**src/design/vcm_pkg.sv**
```systemverilog
`timescale 1ns / 1ps

package vcm_pkg;

   // field widths
   localparam int XY_BITS       = 10;
   localparam int SLICE_BITS    = 6;
   localparam int DIR_FRAC_BITS = 14;
   localparam int FRAC_BITS     = 8;
   localparam int VOXEL_W       = 8;
   localparam int CFG_W         = 16;

   localparam int ORIGIN_W = XY_BITS + 9;
   localparam int DIR_W    = DIR_FRAC_BITS + 2;

   // point and offset widths
   localparam int PX_W  = XY_BITS + FRAC_BITS;
   localparam int PZ_W  = SLICE_BITS + CFG_W;
   localparam int DXY_W = ORIGIN_W + 1;
   localparam int DZ_W  = ((PZ_W > ORIGIN_W - 1) ? PZ_W : ORIGIN_W - 1) + 2;

   // cross product widths
   localparam int PXY_W = DXY_W + DIR_W;
   localparam int PZD_W = DZ_W + DIR_W;
   localparam int PRD_W = (PZD_W > PXY_W) ? PZD_W : PXY_W;
   localparam int CR_W  = PRD_W + 1;
   localparam int MAG_W = CR_W;

   // split squaring
   localparam int LO_W  = (MAG_W + 1) / 2;
   localparam int HI_W  = MAG_W - LO_W;
   localparam int SQ_W  = 2 * MAG_W;
   localparam int LHS_W = SQ_W + 2;

   // radius side
   localparam int RSQ_W = 2 * CFG_W;
   localparam int USQ_W = 2 * DIR_W - 1;
   localparam int DSQ_W = 2 * DIR_W + 1;
   localparam int RHS_W = RSQ_W + DSQ_W;
   localparam int CMP_W = (LHS_W > RHS_W) ? LHS_W : RHS_W;

   // stream packing
   localparam int COL_LSB      = 0;
   localparam int ROW_LSB      = XY_BITS;
   localparam int SLICE_LSB    = 2 * XY_BITS;
   localparam int VOX_LSB      = 2 * XY_BITS + SLICE_BITS;
   localparam int REQ_FIELDS_W = 2 * XY_BITS + SLICE_BITS + VOXEL_W;
   localparam int REQ_TDATA_W  = ((REQ_FIELDS_W + 7) / 8) * 8;

   localparam logic [VOXEL_W-1:0] MARK_VALUE = VOXEL_W'(255);

   // register file
   localparam int CSR_IDX_W  = 3;
   localparam int CSR_DATA_W = (ORIGIN_W > CFG_W) ?
                               ((ORIGIN_W > DIR_W) ? ORIGIN_W : DIR_W) :
                               ((CFG_W > DIR_W) ? CFG_W : DIR_W);

   localparam logic [CSR_IDX_W-1:0] REG_ORIGIN_X = CSR_IDX_W'(0);
   localparam logic [CSR_IDX_W-1:0] REG_ORIGIN_Y = CSR_IDX_W'(1);
   localparam logic [CSR_IDX_W-1:0] REG_ORIGIN_Z = CSR_IDX_W'(2);
   localparam logic [CSR_IDX_W-1:0] REG_DIR_X    = CSR_IDX_W'(3);
   localparam logic [CSR_IDX_W-1:0] REG_DIR_Y    = CSR_IDX_W'(4);
   localparam logic [CSR_IDX_W-1:0] REG_DIR_Z    = CSR_IDX_W'(5);
   localparam logic [CSR_IDX_W-1:0] REG_RADIUS   = CSR_IDX_W'(6);
   localparam logic [CSR_IDX_W-1:0] REG_Z_SCALE  = CSR_IDX_W'(7);

   localparam logic [ORIGIN_W-1:0] RST_ORIGIN_X = ORIGIN_W'(65536);
   localparam logic [ORIGIN_W-1:0] RST_ORIGIN_Y = ORIGIN_W'(65536);
   localparam logic [ORIGIN_W-1:0] RST_ORIGIN_Z = ORIGIN_W'(4096);
   localparam logic [DIR_W-1:0]    RST_DIR_X    = DIR_W'(0);
   localparam logic [DIR_W-1:0]    RST_DIR_Y    = DIR_W'(0);
   localparam logic [DIR_W-1:0]    RST_DIR_Z    = DIR_W'(16384);
   localparam logic [CFG_W-1:0]    RST_RADIUS   = CFG_W'(2560);
   localparam logic [CFG_W-1:0]    RST_Z_SCALE  = CFG_W'(1293);

   typedef struct packed {
      logic [ORIGIN_W-1:0] origin_x;
      logic [ORIGIN_W-1:0] origin_y;
      logic [ORIGIN_W-1:0] origin_z;
      logic [DIR_W-1:0]    dir_x;
      logic [DIR_W-1:0]    dir_y;
      logic [DIR_W-1:0]    dir_z;
      logic [CFG_W-1:0]    radius;
      logic [CFG_W-1:0]    z_scale;
   } cfg_type;

endpackage

```
**src/design/vcm_delta.sv**
```systemverilog
`timescale 1ns / 1ps

// point minus origin, one stage
module vcm_delta (
   input  logic                                   clock,
   input  logic                                   reset,
   input  vcm_pkg::cfg_type                       cfg,
   input  logic                                   in_valid,
   output logic                                   in_ready,
   input  logic [vcm_pkg::XY_BITS-1:0]            column,
   input  logic [vcm_pkg::XY_BITS-1:0]            row,
   input  logic [vcm_pkg::SLICE_BITS-1:0]         slice,
   input  logic [vcm_pkg::VOXEL_W-1:0]            voxel_in,
   output logic                                   out_valid,
   input  logic                                   out_ready,
   output logic signed [vcm_pkg::DXY_W-1:0]       dx,
   output logic signed [vcm_pkg::DXY_W-1:0]       dy,
   output logic signed [vcm_pkg::DZ_W-1:0]        dz,
   output logic [vcm_pkg::VOXEL_W-1:0]            voxel_out
);

   logic                               en;
   logic [vcm_pkg::PX_W-1:0]           px;
   logic [vcm_pkg::PX_W-1:0]           py;
   logic [vcm_pkg::PZ_W-1:0]           pz;
   logic                               valid_in, valid_ff;
   logic signed [vcm_pkg::DXY_W-1:0]   dx_in, dx_ff, dy_in, dy_ff;
   logic signed [vcm_pkg::DZ_W-1:0]    dz_in, dz_ff;
   logic [vcm_pkg::VOXEL_W-1:0]        vox_in, vox_ff;

   assign en       = !valid_ff || out_ready;
   assign in_ready = en;

   assign px = {column, {vcm_pkg::FRAC_BITS{1'b0}}};
   assign py = {row, {vcm_pkg::FRAC_BITS{1'b0}}};
   assign pz = vcm_pkg::PZ_W'(slice) * vcm_pkg::PZ_W'(cfg.z_scale);

   assign dx_in = vcm_pkg::DXY_W'($signed({1'b0, px}))
                - vcm_pkg::DXY_W'($signed(cfg.origin_x));
   assign dy_in = vcm_pkg::DXY_W'($signed({1'b0, py}))
                - vcm_pkg::DXY_W'($signed(cfg.origin_y));
   assign dz_in = vcm_pkg::DZ_W'($signed({1'b0, pz}))
                - vcm_pkg::DZ_W'($signed(cfg.origin_z));
   assign vox_in   = voxel_in;
   assign valid_in = in_valid;

   always_ff @(posedge clock) begin
      if (reset) begin
         valid_ff <= 1'b0;
      end else if (en) begin
         valid_ff <= valid_in;
      end
   end

   always_ff @(posedge clock) begin
      if (en) begin
         dx_ff  <= dx_in;
         dy_ff  <= dy_in;
         dz_ff  <= dz_in;
         vox_ff <= vox_in;
      end
   end

   assign out_valid = valid_ff;
   assign dx        = dx_ff;
   assign dy        = dy_ff;
   assign dz        = dz_ff;
   assign voxel_out = vox_ff;

endmodule

```
**config.mk**
```make
export PLATFORM = sky130hd
export DESIGN_NAME = vcm_delta
export DESIGN_NICKNAME = d
export VERILOG_FILES = /design/src/design/vcm_pkg.sv /design/src/design/vcm_delta.sv
export SDC_FILE = /design/constraint.sdc
export NUM_CORES = 1
export LEC_CHECK = 0
export ABC_AREA = 1
export BUFFER_PORTS_ARGS = -buffer_cell sky130_fd_sc_hd__buf_2
export CORE_MARGIN = 4
export CORE_UTILIZATION = 50
export CTS_CLUSTER_SIZE = 28
export DETAILED_ROUTE_END_ITERATION = 12
export PLACE_DENSITY = 0.84
export SYNTH_ARGS = -nofsm -noshare
export SYNTH_HDL_FRONTEND = slang
export SYNTH_SLANG_ARGS = --single-unit
```
**constraint.sdc**
```tcl
create_clock -name clock -period 4.9 [get_ports clock]
set_clock_uncertainty 0.15 [all_clocks]
set_input_delay 0.49 -clock clock [delete_from_list [all_inputs] [get_ports clock]]
set_output_delay 0.49 -clock clock [all_outputs]
set_load 0.05 [all_outputs]
```
Word-level counts from Yosys, hierarchy flattened
Index checks and enable logic that the tools add are counted.
{"block": "totals", "wordCells": 11, "out_inout_bits": 74, "register_bits": 73, "input_bits": 175}
{"block": "classes", "addsub": 3, "mul": 1, "n_reduce_logical": 2}
{"op": "$sub 19x19->20", "count": 2}
{"op": "$sub 23x19->24", "count": 1}
{"op": "$mul 6x16->22", "count": 1}
{"op": "$logic_not 1->1", "count": 1}
{"op": "$logic_or 1x1->1", "count": 1}

Longest topological paths before layout
Gate-level depths: netlist (run 1).
{"block": "logic_depth", "word_depth": 2, "ltp_mapped": 29, "mapped_depth_nobuf": 27}

Least setup slack after synthesis (run 1)
Ideal clock, no wire load.
{"block": "synth_timing", "kind": "input -> register", "startpoint": "input slice[5] (netlist bit)", "endpoint": "register dz_ff, in the netlist dz[17], data pin", "cell_stages": 26, "arrival_time_ns": 4.563, "slack_ns": -0.066, "required_ns": 4.498, "path_cell_list": "clkbuf_1 -> clkbuf_1 -> nand2_1 -> inv_1 -> fa_1 -> fa_1 -> inv_1 -> fa_1 -> inv_1 -> ha_1 -> a21oi_1 -> nand2_1 -> nand2_1 -> nand3_1 -> nand2_1 -> nand2_1 -> nand2_1 -> nand2_1 -> ha_1 -> nand2_1 -> nor2_2 -> inv_1 -> nor3_1 -> nand2_2 -> nand3_1 -> nand2_1"}
{"block": "synth_between", "elab_chain_len": 2}
{"item": "start, declared", "line": "vcm_delta.sv:12", "rtl": "input logic [vcm_pkg::SLICE_BITS-1:0] slice,"}
{"item": "$mul 6x16->22", "line": "vcm_delta.sv:36", "rtl": "assign pz = vcm_pkg::PZ_W'(slice) * vcm_pkg::PZ_W'(cfg.z_scale);"}
{"item": "$sub 23x19->24", "line": "vcm_delta.sv:43", "rtl": "- vcm_pkg::DZ_W'($signed(cfg.origin_z));"}
{"item": "net dz_in, one bit", "line": "vcm_delta.sv:28", "rtl": "logic signed [vcm_pkg::DZ_W-1:0] dz_in, dz_ff;"}
{"item": "end signal, assigned", "line": "vcm_delta.sv:59", "rtl": "dz_ff <= dz_in;"}
{"item": "end, declared", "line": "vcm_delta.sv:28"}
The timed path passes the listed nets, and every way through them passes these cells.
A chain may end at the register's enable or synchronous reset.

Worst setup path in the final report (run 1)
{"block": "layout_timing", "startpoint": "input slice[5] (netlist bit)", "endpoint": "register dz_ff, in the netlist dz[21], data pin"}
Same word-level chain as after synthesis.

==> summary.md, run 1 <==
| Metric | Value |
|---|---|
| Total track usage | `0.2312` |
| Die ar. | `0.02061 mm^2` |
| Timing endpoint of the critical path | `dz[21]` |
| Number of placement rows | `49` |
| Initial DRT Pass Iterations | `8` |
| Leading cell types in the layout, fill and taps excluded | `sky130_fd_sc_hd__nand2_1 (401), sky130_fd_sc_hd__inv_1 (359), sky130_fd_sc_hd__buf_2 (179), sky130_fd_sc_hd__edfxtp_1 (72), sky130_fd_sc_hd__nand3_1 (62)` |
| Final Cycle Share | `0.9652` |
| Count of hold-fix buffers inserted at cts | `0` |
| Clock-pin slew on the worst setup and hold paths | `0.05 ns` |
| Count of input and output buffers | `184` |
| Crit Path Max Fanout | `13` |
| Root buffer cell | `sky130_fd_sc_hd__clkbuf_16` |
| Register-to-Register Setup Slack | `3.31 ns` |
| Highest ir drop seen on vdd | `0.0003905 V` |
| Pwr dens | `560.6 mW/mm^2` |
| Buffers inserted during post-CTS setup optimization | `0` |
| Type of element capturing the critical path | `flip-flop` |
| Vias | `8944` |
| Count of nets after finishing | `1873` |
| Overall die height | `143.5 um` |
| Destination of the worst register-to-register timing path | `dz[0]` |
| Setup crit start kind | `primary input` |
| Switching portion of total power | `0.5117` |
| Syn-to-layout area delta | `24.75%` |
| Slew Viols, Final | `0` |
| Highest clock rate | `211.4 MHz` |
| Count of unique library cells instantiated by Yosys | `26` |
| Via density per instance | `4.972` |
| Cell area after synthesis | `0.009186 mm^2` |
| Critical setup path kind | `in -> reg` |
| Post-detail-place hpwl | `20360 um` |
| Setup Viol. Count Final | `0` |
| Sequential power share | `0.156` |
| Combinational share of power | `0.747` |
| Insertion delay of the later-clocked pin in the worst-skew pair | `0.33 ns` |
| Least-Margin Pin Slew | `0.9548 ns` |
| DRC Markers | `0` |
| Total clock buffers created by CTS | `9` |
| Leading cell type in the layout, fill and taps excluded | `sky130_fd_sc_hd__nand2_1` |
| Portion of the post-synthesis area used by sequential elements | `0.2375` |
| Hold Vio Cnt, Final | `0` |
| Sinks on Clock Net | `73` |
| DR WL/cell | `13.36 um` |
| Total Routed Length | `24040 um` |
| Part of the total power dissipated in the clock network | `0.097` |
| Run status | `completed` |
| Core footprint | `0.01802 mm^2` |
| H-tree depth | `3` |
| Number of inserted filler cells in the final layout | `1544` |
| Remaining global-route overflow | `0` |
| Worst Reg2Reg Path Length in Cells | `1` |
| Share of cells above drive strength 1 | `0.2422` |
| Post-detailed-route count of antenna-violating nets | `0` |
| Start point of the critical path | `slice[5]` |
| Internal Pwr Total | `3137 uW` |
| Cells after Synth | `1326` |
| GPL Wtd Cong | `0.9356` |
| Setup_tns | `0 ns` |
| WP data arrival | `4.66 ns` |
| Net switching power figure | `3287 uW` |
| X dimension of the die | `143.5 um` |
| Maximum number of pins on one net before global-route repair | `75` |
| Clock Tree Buf Depth | `2` |
| Max-capacitance violation count | `0` |
| Synthesized area divided by synthesized cell count | `6.928 um^2` |
| Utilization of the core after routing | `0.6358` |
| Flip-flop and latch count after synthesis | `73` |
| Required time of the critical path | `4.83 ns` |
| Initial antenna violation count | `1` |
| Warnings, synthesis | `0` |
| Leakage Power | `0.006795 uW` |
| Vias in the first global route | `8634` |
| TritonCTS clock tree | `done` |
| Number of nets produced by synthesis | `1634` |
| Starting density of the core | `0.5096` |
| Rel. slew slack | `0.3635` |
| Minimum clock period | `4.730 ns` |
| FF-to-FF Start | `out_valid` |
| Wire length of the first global-routing pass | `38770 um` |
| Total power consumption of the routed design | `6425 uW` |
| Number of top-level pins | `249` |
| Worst min-delay path category | `in -> reg` |
| DRC violation total after the first TritonRoute iteration | `482` |
[worst min path at each step]
stage / startpoint / end / slack [ns] / cells past startpoint
after floorplan: reset / out_valid / 0.41 / 1
after global placement: reset / out_valid / 0.50 / 2
after detailed placement: voxel_in[0] / voxel_out[0] / 0.52 / 1
after CTS: voxel_in[0] / voxel_out[0] / 0.17 / 1
after global routing: voxel_in[0] / voxel_out[0] / 0.17 / 1
final: reset / out_valid / 0.18 / 2
[power by group through the flow]
stage / Sequential, uW / Combinational [uW] / Clock [uW]
CTS: 1010 / 4320 / 632
global route: 1010 / 5350 / 664
finish: 1000 / 4800 / 623
detailed placement: 1020 / 4300 / 0
global placement: 1010 / 4230 / 0
floorplan: 1540 / 2530 / 0
[area by class of cell]
type | instances | area, um^2 | area share
antenna | 1 | 2.502 | 0.0002184
clock buffer | 9 | 225.2 | 0.01965
clock inverter | 6 | 58.81 | 0.005132
inverter | 364 | 1366 | 0.1192
multi-input combinational | 877 | 5972 | 0.5211
sequential | 73 | 2182 | 0.1904
tap | 229 | 286.5 | 0.02500
timing repair buffer | 240 | 1366 | 0.1192
[synthesized netlist by cell type]
cell                       number  area, um^2
sky130_fd_sc_hd__nand4_2        2       25.02
sky130_fd_sc_hd__nand3_1       63       315.3
sky130_fd_sc_hd__edfxtp_1      72        2162
sky130_fd_sc_hd__xnor2_1        7       61.31
sky130_fd_sc_hd__nor2_1        66       247.7
sky130_fd_sc_hd__nand3_2        8       80.08
sky130_fd_sc_hd__o21ai_2        2       17.52
sky130_fd_sc_hd__nor3_1         6       30.03
sky130_fd_sc_hd__nand2_4        1       11.26
sky130_fd_sc_hd__ha_1          75       938.4
sky130_fd_sc_hd__fa_1          58        1161
sky130_fd_sc_hd__nand2_1      413        1550
sky130_fd_sc_hd__dfxtp_1        1       20.02
sky130_fd_sc_hd__inv_1        359        1348
sky130_fd_sc_hd__nand4_1       19       118.9
sky130_fd_sc_hd__nand2_2       16       100.1
sky130_fd_sc_hd__a21oi_1       49       245.2
sky130_fd_sc_hd__nor2_4         5       56.30
sky130_fd_sc_hd__nand3b_1       4       30.03
sky130_fd_sc_hd__and2_1         7       43.79
sky130_fd_sc_hd__nor2_2        20       125.1
sky130_fd_sc_hd__inv_2          5       18.77
sky130_fd_sc_hd__xor2_1        36       315.3
sky130_fd_sc_hd__clkbuf_1      12       45.04
sky130_fd_sc_hd__nor3_2         4       40.04
sky130_fd_sc_hd__o21ai_0       16       80.08
[layer usage]
layer  track usage  wire length (um)
met5             0                 0
met4       0.07185               651
met3       0.02496              1814
met2        0.4204             11950
met1        0.2882              9625
[per-stage QoR]
step	std cells	worst slack, ns	hold WS (ns)	instance area, um^2
2_1_floorplan	1326	0.001910	0.4091	9193
3_3_place_gp	1783	-0.2513	0.4972	10790
5_1_grt	1799	-0.06732	0.1723	11460
6_report	1799	0.1703	0.1816	11460
4_1_cts	1798	0.02825	0.1726	11080
3_5_place_dp	1783	-0.3633	0.5237	10790
[repair_timing]
item | in CTS | in global routing
cloned | 0 | 0
hold endpoints to repair | 0 | 0
pin swaps | 0 | 9
resized for setup | 1 | 76
setup endpoints to repair | 1 | 13
[state kept, by name (all words and copies together), names as in the netlist]
signal and cells:
voxel_out 8, dy 20, dz 24, dx 20, out_valid 1
[cells by family after synthesis]
kind of cell | Yosys count | synth area share
compound gates | 67 | 0.03732
xor+xnor | 43 | 0.04100
fa+ha+maj | 133 | 0.2285
buf+inv | 376 | 0.1536
flops | 73 | 0.2375
simple gates | 634 | 0.3020
[worst max-delay path, cell delays in order]
cell                       delay [ns]
sky130_fd_sc_hd__clkbuf_4        0.20
sky130_fd_sc_hd__nand2_1         0.08
sky130_fd_sc_hd__inv_1           0.05
sky130_fd_sc_hd__fa_1            0.51
sky130_fd_sc_hd__fa_1            0.54
sky130_fd_sc_hd__inv_1           0.06
sky130_fd_sc_hd__fa_1            0.53
sky130_fd_sc_hd__inv_1           0.04
sky130_fd_sc_hd__ha_2            0.36
sky130_fd_sc_hd__nand3_1         0.09
sky130_fd_sc_hd__nand3_1         0.13
sky130_fd_sc_hd__nand2_1         0.08
sky130_fd_sc_hd__nand2_1         0.18
sky130_fd_sc_hd__nand2_1         0.11
sky130_fd_sc_hd__nand3_1         0.08
sky130_fd_sc_hd__nand2_1         0.12
sky130_fd_sc_hd__ha_4            0.32
sky130_fd_sc_hd__nand2_1         0.11
sky130_fd_sc_hd__nor2_2          0.17
sky130_fd_sc_hd__nand2_1         0.09
sky130_fd_sc_hd__nor2_1          0.10
sky130_fd_sc_hd__nand2_1         0.08
sky130_fd_sc_hd__nand4_1         0.09
sky130_fd_sc_hd__nand2_1         0.05
(Power assumes the default switching activity.)
==> run 2, diff against run 1 <==
- CORE_MARGIN: 4 -> 2
- clock period: 4.9 -> 4.3 ns (I/O delays scaled with it)
==> run 2 against run 1 <==
  * The flow now finishes with violations (negative setup slack)
  * Global-route usage is 3.4 points higher
  * Sequential cell count is the same
  * Critical path depth down 2
  * Final cell count up 1.4%
  * Sequential share of layout area decreased by 1.9 points
  * Critical endpoint is now dz[19]
  * Die area fell by 5.5%
  * Register-to-register slack lost 0.84 ns
  * Routed wire length is 26% higher
  * Total power is 47% higher
  * Critical path type unchanged
==> summary.md, run 2 (synthesized netlist as in run 1, its figures left out) <==
| Metric | Value |
|---|---|
| Run status | `finished with violations` |
| Sequential power share | `0.121 (-0.035)` |
| Overall die height | `139.5 um (-2.8%)` |
| Part of the total power dissipated in the clock network | `0.078 (-0.019)` |
| WP data arrival | `4.55 ns (-0.11 ns)` |
| Count of input and output buffers | `184 (unchanged)` |
| RSZ-0062 raised after global routing | `true` |
| Register-to-Register Setup Slack | `2.47 ns (-0.84 ns)` |
| Leading cell types in the layout, fill and taps excluded | `sky130_fd_sc_hd__inv_1 (309), sky130_fd_sc_hd__nand2_1 (294), sky130_fd_sc_hd__buf_2 (168), sky130_fd_sc_hd__nand2_2 (102), sky130_fd_sc_hd__buf_4 (80)` |
| Total clock buffers created by CTS | `9 (unchanged)` |
| Worst min-delay path category | `in -> reg` |
| Initial antenna violation count | `1 (unchanged)` |
| Vias in the first global route | `8961 (+3.8%)` |
| Pwr dens | `739.1 mW/mm^2 (+32%)` |
| Wire length of the first global-routing pass | `41690 um (+7.5%)` |
| Setup Viol. Count Final | `13 (+13)` |
| Die ar. | `0.01947 mm^2 (-5.5%)` |
| Via density per instance | `5.272 (+6.0%)` |
| Remaining global-route overflow | `0 (unchanged)` |
| Cell count after placement | `1789 (+0.34%)` |
| Hold Vio Cnt, Final | `0 (unchanged)` |
| Clock Tree Buf Depth | `2 (unchanged)` |
| Highest ir drop seen on vdd | `0.0005653 V (+45%)` |
| DRC Markers | `0 (unchanged)` |
| Rel. slew slack | `0.6484 (+0.2849)` |
| Hold Path End | `out_valid` |
| Internal Pwr Total | `4340 uW (+38%)` |
| Destination of the worst register-to-register timing path | `dx[14]` |
| Number of placement rows | `49 (unchanged)` |
| DRC violation total after the first TritonRoute iteration | `666 (+38%)` |
| Initial DRT Pass Iterations | `7 (-1)` |
| Number of antenna cells inserted | `0 (-1)` |
| Clock-pin slew on the worst setup and hold paths | `0.07 ns (+0.02 ns)` |
| Least-Margin Pin Slew | `0.5274 ns (-0.4274 ns)` |
| Min-Delay Startpoint | `reset` |
| Number of flip-flops in the largest register | `24 (unchanged)` |
| Failing checks | `negative setup slack` |
| Total Routed Length | `30330 um (+26%)` |
| GPL Wtd Cong | `0.9422 (+0.71%)` |
| Net switching power figure | `5072 uW (+54%)` |
| Filler-free cell count of the finished design | `1824 (+1.4%)` |
| Post-detailed-route count of antenna-violating nets | `0 (unchanged)` |
| Vias | `9616 (+7.5%)` |
| TritonCTS clock tree | `done` |
| Final Cycle Share | `1.067` |
| Hold Path Stages | `2 (unchanged)` |
| FF-to-FF Start | `out_valid` |
| Setup crit start kind | `primary input` |
| Count of hold-fix buffers inserted at cts | `0 (unchanged)` |
| Maximum number of pins on one net before global-route repair | `42 (-44%)` |
| Required time of the critical path | `4.26 ns (-0.57 ns)` |
| Highest clock rate | `217.9 MHz` |
| H-tree depth | `3 (unchanged)` |
| Critical setup path kind | `in -> reg` |
| Post-route cell area | `0.01273 mm^2 (+11%)` |
| Starting density of the core | `0.5096 (unchanged)` |
| Switching portion of total power | `0.5389 (+0.02723)` |
| Max-capacitance violation count | `0 (unchanged)` |
| Insertion delay of the later-clocked pin in the worst-skew pair | `0.34 ns (about the same)` |
| Slew Viols, Final | `0 (unchanged)` |
| Root buffer cell | `sky130_fd_sc_hd__clkbuf_16` |
| Number of top-level pins | `249 (unchanged)` |
| Count of nets after finishing | `1898 (+1.3%)` |
| Core footprint | `0.01802 mm^2 (unchanged)` |
| Syn-to-layout area delta | `38.63%` |
| Leakage Power | `0.007150 uW (+5.2%)` |
| Worst Reg2Reg Path Length in Cells | `2 (+1)` |
| Type of element capturing the critical path | `flip-flop` |
| Share of cells above drive strength 1 | `0.3868 (+0.1446)` |
| DR WL/cell | `16.63 um (+24%)` |
| Placed cell areas | `0.01120 mm^2 (+3.8%)` |
| Sinks on Clock Net | `73 (unchanged)` |
| Min setup slack post-route | `-0.2889 ns (-0.4592 ns)` |
| Crit Path Max Fanout | `6 (-7)` |
| Post-detail-place hpwl | `20900 um (+2.6%)` |
| Minimum clock period | `4.589 ns` |
| X dimension of the die | `139.5 um (-2.8%)` |
| Combinational share of power | `0.801 (+0.054)` |
| Leading cell type in the layout, fill and taps excluded | `sky130_fd_sc_hd__inv_1` |
| Total track usage | `0.2654 (+0.03415)` |
run 2: cell count changes in the layout (fill, tap and decap cells not counted), sizes merged:
cell      delta
inv          +3
clkinvlp     +2
clkinv       -3
buf         +25
diode        -1
bufinv       -1
run 2: metal layers:
metal | GRT usage | share of wire
met1 | 0.3128 | 0.37
met2 | 0.4832 | 0.50
met3 | 0.04714 | 0.077
met4 | 0.09684 | 0.051
met5 | 0 | 0.00043
run 2: what timing repair did:
action	in CTS	in global routing
pin swaps	67	153
cloned	0	3
setup endpoints to repair	15	17
buffers inserted	12	5
resized for setup	103	227
run 2: worst max path at each step:
stage                   from     end  slack (ns)  cells past startpoint
detailed placement  slice[1]  dz[18]       -0.60                     24
global route        slice[4]  dz[21]       -0.38                     24
global placement    slice[1]  dz[18]       -0.54                     24
CTS                   cfg[6]  dz[18]       -0.02                     27
finish              slice[4]  dz[19]       -0.29                     22
floorplan           slice[0]  dz[18]       -0.22                     26
run 2: worst max-delay path: stages:
cell and delay (ns):
sky130_fd_sc_hd__clkbuf_16 0.14, sky130_fd_sc_hd__nand2_1 0.08, sky130_fd_sc_hd__inv_2 0.05, sky130_fd_sc_hd__fa_2 0.49
sky130_fd_sc_hd__fa_1 0.57, sky130_fd_sc_hd__inv_2 0.04, sky130_fd_sc_hd__fa_1 0.53, sky130_fd_sc_hd__inv_2 0.05
sky130_fd_sc_hd__ha_4 0.25, sky130_fd_sc_hd__nand2_2 0.10, sky130_fd_sc_hd__nand2_4 0.08, sky130_fd_sc_hd__a21oi_4 0.22
sky130_fd_sc_hd__nand3_4 0.13, sky130_fd_sc_hd__xor2_2 0.21, sky130_fd_sc_hd__ha_4 0.36, sky130_fd_sc_hd__nand2_8 0.09
sky130_fd_sc_hd__nor2_4 0.17, sky130_fd_sc_hd__inv_2 0.06, sky130_fd_sc_hd__nor2_4 0.13, sky130_fd_sc_hd__nand3b_1 0.16
sky130_fd_sc_hd__nand4_1 0.14, sky130_fd_sc_hd__nand2_1 0.07
run 2: final cells by class:
class | instances | area (um^2)
inverters | 364 | 1371
clock buffers | 9 | 225.2
well taps | 229 | 286.5
multi-input cells | 877 | 6892
clock inverters | 7 | 60.06
flip-flops and latches | 73 | 2182
fillers | 1291 | 5290
repair buffers | 265 | 1718
run 2: per-stage QoR:
step	hold slack (ns)	power, uW	utilization	setup TNS (ns)	worst slack (ns)
floorplan	0.3491	5077	-	-2.477	-0.2185
CTS	0.07336	8044	0.6618	-0.03660	-0.01845
global route	0.08387	9916	0.7065	-3.372	-0.3818
finish	0.08887	9413	0.7065	-1.826	-0.2889
detailed placement	0.4395	6615	0.6215	-8.203	-0.5972
global placement	0.4400	6496	0.6215	-7.201	-0.5402
run 2: power groups by stage:
stage	clock network [uW]	registers (uW)	logic (uW)
after global routing	779	1150	7980
after CTS	748	1140	6150
after floorplan	0	1750	3330
final	733	1140	7540
after global placement	0	1150	5350
after detailed placement	0	1160	5460
